==> src/rtl/core/mst_kth_largest_edge_defines.svh <==
// Assertion macros used by the top-level RTL file.
`ifndef MST_KTH_LARGEST_EDGE_DEFINES_SVH
`define MST_KTH_LARGEST_EDGE_DEFINES_SVH

// Same-cycle implication, disabled during reset.
`define MKE_ASSERT_SAME(lbl, clk, rst, ante, cons, msg) \
   lbl: assert property (@(posedge clk) disable iff (rst) (ante) |-> (cons)) \
      else $error(msg);

// Next-cycle implication, disabled during reset.
`define MKE_ASSERT_NEXT(lbl, clk, rst, ante, cons, msg) \
   lbl: assert property (@(posedge clk) disable iff (rst) (ante) |=> (cons)) \
      else $error(msg);

`endif

==> src/rtl/core/mke_pkg.sv <==
`default_nettype none
package mke_pkg;
   localparam int COORD_W        = 16;
   localparam int SQ_W           = 32;
   localparam int DIST_W         = 33;
   localparam int RANK_W         = 10;
   localparam int ROOT_W         = 25;
   localparam int EC_W           = 9;
   localparam int FRAC_SHIFT     = 16;   // two bits of radicand per fraction bit
   localparam int RAD_W          = 50;
   localparam int DEF_MAX_POINTS = 512;
   localparam int REQ_DATA_W     = 32;
   localparam int RSP_DATA_W     = 72;
   localparam int CSR_ADDR_W     = 3;
   localparam int CSR_DATA_W     = 32;

   localparam logic [DIST_W-1:0] DIST_INF   = '1;
   localparam logic [RANK_W-1:0] RANK_RESET = RANK_W'(1);

   // command codes carried on req_tuser
   localparam logic CMD_LOAD    = 1'b0;
   localparam logic CMD_COMPUTE = 1'b1;

   // register index
   localparam logic REG_RANK_S = 1'b0;

   // strobes to the point cells
   typedef struct packed {
      logic load_shift;
      logic init;
      logic sq_en;
      logic upd_en;
      logic load_carry;
      logic shift_carry;
      logic pick;
   } pcell_ctl_type;

   // strobes to the rank cells
   typedef struct packed {
      logic clear;
      logic insert;
      logic shift_out;
   } rcell_ctl_type;

   // candidate that travels down the min chain
   typedef struct packed {
      logic [DIST_W-1:0]  weight;
      logic [COORD_W-1:0] x;
      logic [COORD_W-1:0] y;
   } cand_type;
endpackage
`default_nettype wire

==> src/rtl/core/mke_rank_cell.sv <==
`default_nettype none
module mke_rank_cell import mke_pkg::*; (
   input  logic              clock,
   input  logic              reset,
   input  rcell_ctl_type     ctl,
   input  logic [DIST_W-1:0] w_in,
   input  logic [DIST_W-1:0] prev_val,
   input  logic              prev_valid,
   input  logic [DIST_W-1:0] next_val,
   input  logic              next_valid,
   output logic [DIST_W-1:0] val_out,
   output logic              valid_out
);
   logic [DIST_W-1:0] val_ff;
   logic              valid_ff;
   logic              beats_self, fits_here;

   // descending sorted insert: the weight lands where it first beats the held value
   assign beats_self = !valid_ff || (w_in > val_ff);
   assign fits_here  = prev_valid && (w_in <= prev_val);

   always_ff @(posedge clock) begin
      if (reset || ctl.clear) begin
         valid_ff <= 1'b0;
      end else if (ctl.shift_out) begin
         val_ff   <= next_val;
         valid_ff <= next_valid;
      end else if (ctl.insert && beats_self) begin
         if (fits_here) begin
            val_ff   <= w_in;
            valid_ff <= 1'b1;
         end else if (prev_valid) begin
            val_ff   <= prev_val;
            valid_ff <= 1'b1;
         end
      end
   end

   assign val_out   = val_ff;
   assign valid_out = valid_ff;
endmodule
`default_nettype wire

==> config.mk <==
export PLATFORM = sky130hd
export DESIGN_NAME = mke_rank_cell
export DESIGN_NICKNAME = d
export VERILOG_FILES = /design/src/rtl/core/mst_kth_largest_edge_defines.svh /design/src/rtl/core/mke_pkg.sv /design/src/rtl/core/mke_rank_cell.sv
export SDC_FILE = /design/constraint.sdc
export NUM_CORES = 1
export LEC_CHECK = 0
export ABC_AREA = 1
export BUFFER_PORTS_ARGS = -buffer_cell sky130_fd_sc_hd__clkbuf_2
export CORE_MARGIN = 5
export CORE_UTILIZATION = 55
export CTS_BUF_LIST = sky130_fd_sc_hd__clkbuf_4 sky130_fd_sc_hd__clkbuf_8 sky130_fd_sc_hd__clkbuf_16
export CTS_CLUSTER_SIZE = 12
export DETAILED_ROUTE_END_ITERATION = 8
export PLACE_DENSITY_LB_ADDON = 0.15
export SLEW_MARGIN = 40
export SYNTH_ARGS = -nofsm -noshare
export SYNTH_HDL_FRONTEND = slang
export SYNTH_SLANG_ARGS = --single-unit
export TNS_END_PERCENT = 20
==> constraint.sdc <==
create_clock -name clock -period 7.4 [get_ports clock]
set_input_delay 0.37 -clock clock [delete_from_list [all_inputs] [get_ports clock]]
set_output_delay 0.37 -clock clock [all_outputs]
set_load 0.02 [all_outputs]
==> impl_metrics.py <==
metrics = {
    "critical_path": {
        "max_stage_delay_ps": 360,
        "critical_path.cell_chain": "inv_1 -> ha_1 -> nand2_1 -> nor2_1 -> nand2_1 -> nor2_1 -> nand3b_1 -> nand2_1 -> nor2_1 -> nand2_1 -> nand2_1 -> nand2_1 -> nand2_1 -> a21oi_4 -> buf_8 -> buf_16",
        "cp.arrival_ps": 2630,
        "endpoint_kind": "flip-flop",
        "ff2ff_setup_slack_ps": 4780,
        "rr_startpoint": "val_out[20]",
        "cp_max_fo": 15,
        "cp_slowest_cell": "edfxtp_1",
        "critPathKind": "flip-flop to flip-flop",
        "cp.depth": 16,
        "crit_family": "simple AND/OR/NAND/NOR gates",
        "r2r.worst_path.cells": 16,
        "crit_top_cell": "nand2_1",
        "startpoint_type": "flip-flop",
        "crit_buf_inv": 3,
        "r2r_end": "val_out[12]",
        "worstPathRequired_ps": 7400,
    },
    "status": {
        "status": "complete, no violations",
    },
    "synthesis": {
        "yosysSeqAreaShare": 0.253,
        "synth.distinct_cells": 31,
        "syn_area_per_cell_um2": 6.89,
        "ys_warn_count": 0,
        "synthCells": 580,
        "syn_area_um2": 4000,
        "syn_nets": 752,
        "yosysTopAreaCell": "edfxtp_1",
        "synth_top_area_share": 0.248,
        "dominantRegCellSynth": "edfxtp_1",
        "synthArstFlopShare": 0,
        "synth_commonest_cells": "nand2_1 (165), inv_1 (124), nand3_1 (71), ha_1 (66)",
        "synth-seq-cells": 34,
        "ys_top_cells_by_area": "edfxtp_1 (25%), ha_1 (21%), nand2_1 (15%)",
        "synth_most_common_cell": "nand2_1",
        "synth_edf_count": 33,
    },
    "cts": {
        "ctsResizeCount": 0,
        "cts.sink_count": 34,
        "hold_buffers": 0,
        "root_buffer": "clkbuf_8",
        "cts_buffers": 5,
        "tritoncts": "done",
        "htreeDepth": 2,
        "ctsLongestPathBuffers": 2,
        "cts_setup_buffers": 0,
        "clk_pin_slew_ps": 80,
        "clk_latency_ps": 290,
    },
    "pwr": {
        "power_frac_clock": 0.260,
        "seqPwrFrac": 0.382,
        "power_switching_uw": 210,
        "comb_power_share": 0.358,
        "ir_drop_uv": 66.9,
        "leakage_nw": 2.93,
        "swShare": 0.353,
        "p_int_uw": 386,
        "powerDensity_nw_per_um2": 123,
    },
    "route": {
        "dr.pass1.iters": 6,
        "drt-initial-drc-count": 144,
        "vias_per_cell": 4.87,
        "post_drt_wl_per_cell_um": 12.8,
        "wirelength_mm": 10.4,
        "dr_total_vias": 3957,
        "drc": 0,
        "drtAntennaViolNets": 0,
    },
    "finish": {
        "fin_nets": 884,
        "antennaDiodeCount": 0,
        "final_area_um2": 4850,
        "area_growth_pct": 21.2,
        "fillers": 667,
        "drive_gt1_frac": 0.269,
    },
    "floorplanning": {
        "num_rows": 31,
        "initial_core_util": 0.557,
        "die_area_um2": 9080,
        "core_area_um2": 7180,
        "dieWidth_um": 95.3,
        "ios": 140,
        "fp.dieH_um": 95.3,
    },
    "placement": {
        "portBuffers": 139,
        "place_hpwl_mm": 8.21,
        "place_area_um2": 4750,
        "globalplace.congestion": 0.826,
    },
    "run": {
        "cap_violations": 0,
    },
    "sta": {
        "min_period_ps": 2620,
        "finalSetupViolCount": 0,
        "hold_violations": 0,
        "clock_skew_ps": 7.14,
        "worst-slew-pin-transition_ps": 807,
        "maxSlewHeadroom": 0.462,
        "rsz0062_at_grt": "false",
        "fin_setup_tns_ps": 0,
        "finalHoldWorstSlack_ps": 347,
        "fmax_ghz": 0.381,
        "slew_violations": 0,
        "timing.final.crit_share": 0.355,
    },
    "worst_hold_path": {
        "hold_path.class": "primary input to flip-flop",
        "holdPathStages": 3,
        "hold_path.startpoint": "next_val[14]",
        "worstHoldEndpoint": "val_out[14]",
    },
    "global_route": {
        "met2_usage": 0.427,
        "grt_usage": 0.235,
        "antenna_found_initial": 0,
        "grt_max_degree": 37,
        "overflow": 0,
        "busiest_layer": "met2",
        "first_global_vias": 3844,
        "gr-usage-met1": 0.283,
        "grt_pass1_wl_mm": 16.9,
        "use_met3": 0.0403,
    },
}
-- layout by cell type (no fill, tap or decap), types with 4 or more instances in the layout --
master / count
nand2_2: 33
nor2_1: 24
clkbuf_2: 138
nand3_1: 71
a21o_1: 4
a21oi_1: 23
inv_1: 124
ha_1: 66
edfxtp_1: 33
clkbuf_8: 6
nand2_1: 165
-- cell families after synthesis --
logic type / Yosys count / share of synthesized area
buffers and inverters: 142 / 0.150
AOI/OAI and AO/OA: 32 / 0.0438
DFF: 34 / 0.253
adders and majority gates: 66 / 0.207
and+or+nand+nor: 306 / 0.347
-- how the worst max path moves through the flow --
| stage | start | end |
|---|---|---|
| 6_report | val_out[20] | val_out[12] |
| 5_1_grt | val_out[31] | val_out[12] |
| 4_1_cts | val_out[20] | val_out[12] |
| 3_5_place_dp | w_in[32] | val_out[27] |
| 3_3_place_gp | w_in[32] | val_out[11] |
| 2_1_floorplan | val_out[32] | val_out[0] |
-- worst register-to-register path, stage by stage, from the launching register on --
cell and delay [ps]:
edfxtp_1 360, inv_1 60, ha_1 290, nand2_1 70, nor2_1 160, nand2_1 70
nor2_1 170, nand3b_1 90, nand2_1 60, nor2_1 40, nand2_1 60, nand2_1 50
nand2_1 50, nand2_1 70, a21oi_4 340, buf_8 220, buf_16 170
-- power by group through the flow --
stage          Combinational [mW]  Clock (mW)  Sequential (mW)
2_1_floorplan               0.137           0            0.241
3_3_place_gp                0.205           0            0.232
3_5_place_dp                0.214           0            0.232
4_1_cts                     0.215       0.156            0.228
5_1_grt                     0.244       0.166            0.228
6_report                    0.214       0.155            0.228
-- layer usage --
metal | routed length, um | part of all wire
met1 | 4430 | 0.42
met2 | 5200 | 0.50
met3 | 659 | 0.063
met4 | 138 | 0.013
met5 | 0 | 0
-- state kept, by name, summed over array words and instances, names as in the netlist --
| register | cells |
|---|---|
| valid_out | 1 |
| val_out | 33 |
-- area by class of cell --
class                      count  area, um^2  share of cell area
sequential                    34        1010               0.209
tap                           99         124              0.0255
clock buffer                   7        90.1              0.0186
timing repair buffer         142         748               0.154
inverter                     125         469              0.0968
clock inverter                 1        5.00             0.00103
multi-input combinational    404        2400               0.495
-- through the flow --
stage	power, mW	std cells	setup WS, ps	utilization
after global routing	0.638	812	4570	0.676
after CTS	0.599	812	4760	0.676
after detailed placement	0.446	804	4670	0.662
after floorplan	0.378	580	3790	-
final	0.596	812	4780	0.676
after global placement	0.437	802	4390	0.656
Note: power is estimated with default switching activity, not from simulation.
