$ cat config.mk
export PLATFORM = sky130hd
export DESIGN_NAME = mke_sqrt
export DESIGN_NICKNAME = d
export VERILOG_FILES = /design/src/rtl/core/mst_kth_largest_edge_defines.svh /design/src/rtl/core/mke_pkg.sv /design/src/rtl/core/mke_sqrt.sv
export SDC_FILE = /design/constraint.sdc
export NUM_CORES = 1
export LEC_CHECK = 0
export ABC_AREA = 1
export CELL_PAD_IN_SITES_DETAIL_PLACEMENT = 1
export CELL_PAD_IN_SITES_GLOBAL_PLACEMENT = 1
export CORE_ASPECT_RATIO = 1.75
export CORE_MARGIN = 3
export CORE_UTILIZATION = 30
export DETAILED_ROUTE_END_ITERATION = 6
export DONT_BUFFER_PORTS = 1
export GPL_ROUTABILITY_DRIVEN = 0
export MAX_ROUTING_LAYER = met4
export PLACE_DENSITY = 0.65
export SETUP_SLACK_MARGIN = 0.1
export SLEW_MARGIN = 25
export SYNTH_ARGS = -nofsm -noshare
export SYNTH_HDL_FRONTEND = slang
export SYNTH_SLANG_ARGS = --single-unit
$ cat constraint.sdc
create_clock -name clock -period 15.4 [get_ports clock]
set_input_delay 0.77 -clock clock [delete_from_list [all_inputs] [get_ports clock]]
set_output_delay 0.77 -clock clock [all_outputs]
set_load 0.05 [all_outputs]
$ cat src/rtl/core/mst_kth_largest_edge_defines.svh
// Assertion macros used by the top-level RTL file.
`ifndef MST_KTH_LARGEST_EDGE_DEFINES_SVH
`define MST_KTH_LARGEST_EDGE_DEFINES_SVH

// Same-cycle implication, disabled during reset.
`define MKE_ASSERT_SAME(lbl, clk, rst, ante, cons, msg) \
   lbl: assert property (@(posedge clk) disable iff (rst) (ante) |-> (cons)) \
      else $error(msg);

// Next-cycle implication, disabled during reset.
`define MKE_ASSERT_NEXT(lbl, clk, rst, ante, cons, msg) \
   lbl: assert property (@(posedge clk) disable iff (rst) (ante) |=> (cons)) \
      else $error(msg);

`endif

$ cat src/rtl/core/mke_pkg.sv
`default_nettype none
package mke_pkg;
   localparam int COORD_W        = 16;
   localparam int SQ_W           = 32;
   localparam int DIST_W         = 33;
   localparam int RANK_W         = 10;
   localparam int ROOT_W         = 25;
   localparam int EC_W           = 9;
   localparam int FRAC_SHIFT     = 16;   // two bits of radicand per fraction bit
   localparam int RAD_W          = 50;
   localparam int DEF_MAX_POINTS = 512;
   localparam int REQ_DATA_W     = 32;
   localparam int RSP_DATA_W     = 72;
   localparam int CSR_ADDR_W     = 3;
   localparam int CSR_DATA_W     = 32;

   localparam logic [DIST_W-1:0] DIST_INF   = '1;
   localparam logic [RANK_W-1:0] RANK_RESET = RANK_W'(1);

   // command codes carried on req_tuser
   localparam logic CMD_LOAD    = 1'b0;
   localparam logic CMD_COMPUTE = 1'b1;

   // register index
   localparam logic REG_RANK_S = 1'b0;

   // strobes to the point cells
   typedef struct packed {
      logic load_shift;
      logic init;
      logic sq_en;
      logic upd_en;
      logic load_carry;
      logic shift_carry;
      logic pick;
   } pcell_ctl_type;

   // strobes to the rank cells
   typedef struct packed {
      logic clear;
      logic insert;
      logic shift_out;
   } rcell_ctl_type;

   // candidate that travels down the min chain
   typedef struct packed {
      logic [DIST_W-1:0]  weight;
      logic [COORD_W-1:0] x;
      logic [COORD_W-1:0] y;
   } cand_type;
endpackage
`default_nettype wire

$ cat src/rtl/core/mke_sqrt.sv
`default_nettype none
module mke_sqrt import mke_pkg::*; (
   input  logic              clock,
   input  logic              reset,
   input  logic              start,
   input  logic [DIST_W-1:0] value,
   output logic              done,
   output logic [ROOT_W-1:0] root
);
   logic [RAD_W-1:0] rem_ff, res_ff, bit_ff, trial;
   logic             run_ff, done_ff;

   assign trial = res_ff + bit_ff;

   // one result bit per cycle, radicand bits taken two at a time
   always_ff @(posedge clock) begin
      if (reset) begin
         run_ff  <= 1'b0;
         done_ff <= 1'b0;
      end else begin
         done_ff <= 1'b0;
         if (start) begin
            rem_ff <= RAD_W'({value, {FRAC_SHIFT{1'b0}}});
            res_ff <= '0;
            bit_ff <= RAD_W'(1) << (RAD_W - 2);
            run_ff <= 1'b1;
         end else if (run_ff) begin
            if (rem_ff >= trial) begin
               rem_ff <= rem_ff - trial;
               res_ff <= (res_ff >> 1) + bit_ff;
            end else begin
               res_ff <= res_ff >> 1;
            end
            bit_ff <= bit_ff >> 2;
            if (bit_ff == RAD_W'(1)) begin
               run_ff  <= 1'b0;
               done_ff <= 1'b1;
            end
         end
      end
   end

   assign done = done_ff;
   assign root = res_ff[ROOT_W-1:0];
endmodule
`default_nettype wire
==> impl_metrics.py <==
metrics = {
    "run_status": {
        "status": "finished, final reports clean",
    },
    "clocking": {
        "cts_tree": "done",
        "cts-root-buf": "clkbuf_16",
        "cts_max_level": 4,
        "cts_buffer_depth": 2,
        "cts_sinks": 127,
        "postCtsSetupRepairBufs": 0,
        "hold_buffers": 0,
        "cts-resized-gates": 0,
        "clkLatencyLatePin_ns": 0.47,
        "path_clk_slew_ns": 0.07,
        "cts_buffers": 17,
    },
    "setup_path": {
        "worstSetupPathType": "flip-flop to flip-flop",
        "r2r-start": "res_ff[4]",
        "crit_start": "res_ff[4]",
        "reg2reg_to": "rem_ff[39]",
        "crit_chain": "ha_1 > nand2_1 > o21ai_0 > a21oi_1 > o21ai_0 > nand3_1 > nand4_1 > nand2_1 > ha_1 > nand2_2 > nor2_4 > nand2_1 > nor2_4 > nand3_1 > nand3_1 > nor2_1 > nand2_2 > nand2_4 > nand2_1 > nand2_1 > inv_2 > buf_4",
        "crit_buf_inv": 2,
        "ff2ff_path_depth": 22,
        "crit_end": "rem_ff[39]",
        "r2r_setup_slack_ns": 8.95,
        "cpLargestDelayFamily": "simple AND/OR/NAND/NOR gates",
        "required_ns": 15.49,
        "cp_common_cell": "nand2_1",
        "startpoint_type": "flip-flop",
        "cp.arrival_ns": 6.54,
        "end_kind": "flip-flop",
        "crit_fanout": 50,
        "cp_slowest_cell": "o21ai_0",
        "cp.depth": 22,
        "critPathMaxStageDelay_ns": 0.91,
    },
    "grt": {
        "grt.total_usage_pct": 25.9,
        "grt_max_degree": 74,
        "grt_pass1_vias": 18838,
        "antenna_found_initial": 1,
        "grt_pass1_wl_mm": 107,
        "grt_overflow_total": 0,
    },
    "logic_synthesis": {
        "syn_inst": 2697,
        "avgSynthCellArea_um2": 5.93,
        "synth_edf_count": 125,
        "synth-seq-cells": 127,
        "ys_types": 42,
        "synth_fp_nets": 2836,
        "yosysWarnings": 0,
        "syn_area_um2": 16000,
        "yosysSeqAreaShare_pct": 23.7,
        "synth-async-reset-ratio_pct": 0,
        "synth_ff_type": "edfxtp_1",
    },
    "floorplan": {
        "die-area_um2": 56300,
        "dieHeight_um": 312,
        "core_area_um2": 52600,
        "pin_count": 62,
        "fp.dieW_um": 181,
        "row_count": 111,
        "floorplan.initialDensity_pct": 30.4,
    },
    "cells_and_area": {
        "fillCellCount": 6974,
        "area_growth_pct": 6.81,
        "regArea_um2": 3790,
        "layout_common_cells": "nand2_1, inv_1, nand3_1",
        "nets": 2791,
        "final_common_cell": "nand2_1",
        "multiInputGateArea_um2": 10000,
        "stdcell_count": 3344,
        "drive_gt1_share_pct": 3.68,
    },
    "timing": {
        "slew_viol_final": 0,
        "slew_headroom_pct": 23.5,
        "worst_pin_slew_ns": 1.14,
        "finalHoldWorstSlack_ns": 0.373,
        "rsz0062_at_grt": "false",
        "post-route-min-period_ns": 6.45,
        "fin_crit_sh_pct": 41.9,
        "finalSetupViolCount": 0,
        "fin_ws_ns": 8.95,
        "clock.fmax_mhz": 155,
        "fin_skew_ns": 0.0182,
        "fin_tns_setup_ns": 0,
        "timing_hold_violations_final": 0,
    },
    "power_and_ir_drop": {
        "internal_power_w": 0.00101,
        "combPwrFrac_pct": 52.1,
        "netSwitchingPower_w": 0.00105,
        "p_per_area_nw_per_um2": 121,
        "peakVddDrop_mv": 0.0644,
        "seq_power_share_pct": 26.4,
        "leakage_nw": 8.65,
        "swShare_pct": 50.7,
        "clkPwrFrac_pct": 21.6,
    },
    "detailed_routing": {
        "viasPerCell": 5.19,
        "ant_nets": 0,
        "routed_wl_mm": 72.3,
        "drc": 0,
        "wire_per_inst_um": 21.6,
        "vias": 17365,
        "drtPass1Iterations": 5,
        "drtIter0Drc": 872,
    },
    "placement": {
        "placed_cells": 3311,
        "dp_slack_ns": 9.35,
        "dp_hpwl_mm": 60.2,
        "portBuffers": 0,
    },
    "hold_path": {
        "hp-class": "input pin to flip-flop",
    },
    "job": {
        "max_cap_violations": 0,
    },
}
[layer usage]
layer,wire (um),track usage [%],up-vias,share of wire (%)
met5,0,-,-,0
met4,7100,21.5,0,9.8
met3,1780,2.94,229,2.5
met2,38600,48.5,364,53
met1,24800,22.9,8370,34
li1,-,-,8402,-
[cells in the mapped netlist, types with 5 or more instances]
cell      number  area, um^2
nand4_1       43         269
or2_2          6        37.5
a31oi_1        5        31.3
edfxtp_1     125        3750
buf_2         15        75.1
a21oi_1      105         526
a21boi_0       5        37.5
xnor2_1       33         289
inv_2          6        22.5
inv_1        465        1750
o21bai_1      14         105
buf_6          5        56.3
nor4_1         5        31.3
nand3_1      272        1360
buf_4         29         218
nand2_2       13        81.3
nor2_1       258         968
nor2_4         5        56.3
clkbuf_1      21        78.8
nor2_2        11        68.8
xor2_1        39         342
o21ai_0       67         335
nand3b_1      12        90.1
nand2_1      973        3650
ha_1         102        1280
nand3_2       11         110
nor3_1        23         115
[logic make-up after synthesis]
logic type | after synthesis | synth area share (%)
XOR/XNOR | 72 | 3.94
flip-flops | 127 | 23.7
AND/OR/NAND/NOR | 1641 | 43.3
AO/OA/AOI/OAI | 213 | 7.19
adder cells (fa/ha/maj) | 103 | 8.10
buffers and inverters | 541 | 13.7
[cell type report]
| type | count | area share, % |
|---|---|---|
| clock buffer | 18 | 2.57 |
| tap | 678 | 4.96 |
| multi-input combinational | 2029 | 58.6 |
| inverter | 471 | 10.4 |
| antenna | 1 | 0.0146 |
| timing repair buffer | 6 | 0.264 |
| sequential | 127 | 22.2 |
| clock inverter | 14 | 0.988 |
[power by group through the flow]
| stage | Sequential (W) | Combinational, W | Clock (W) |
|---|---|---|---|
| floorplan | 0.000483 | 0.000800 | 0 |
| global placement | 0.000548 | 0.00103 | 0 |
| detailed placement | 0.000549 | 0.00106 | 0 |
| CTS | 0.000543 | 0.00107 | 0.000453 |
| global route | 0.000548 | 0.00119 | 0.000466 |
| finish | 0.000543 | 0.00107 | 0.000444 |
[metrics by stage]
stage	power (W)	utilization, %	area [um^2]
after floorplan	0.00128	-	16000
after global placement	0.00158	31.3	16500
after detailed placement	0.00161	31.3	16500
after CTS	0.00206	32.5	17100
after global routing	0.00220	32.5	17100
final	0.00206	32.5	17100
[worst min-delay path by stage]
| stage | start | to | slack (ns) | depth (start not counted) |
|---|---|---|---|---|
| after CTS | reset | done | 0.34 | 1 |
| after global placement | run_ff | done | 0.49 | 2 |
| after detailed placement | run_ff | done | 0.50 | 2 |
| final | reset | done | 0.37 | 1 |
| after global routing | reset | done | 0.35 | 1 |
| after floorplan | run_ff | done | 0.42 | 2 |
[flip-flops by register name, summed over array words and instances, names as in the netlist]
signal  count
run_ff      1
bit_ff     25
res_ff     50
rem_ff     50
done        1
Power figures use the tool's default switching activity.
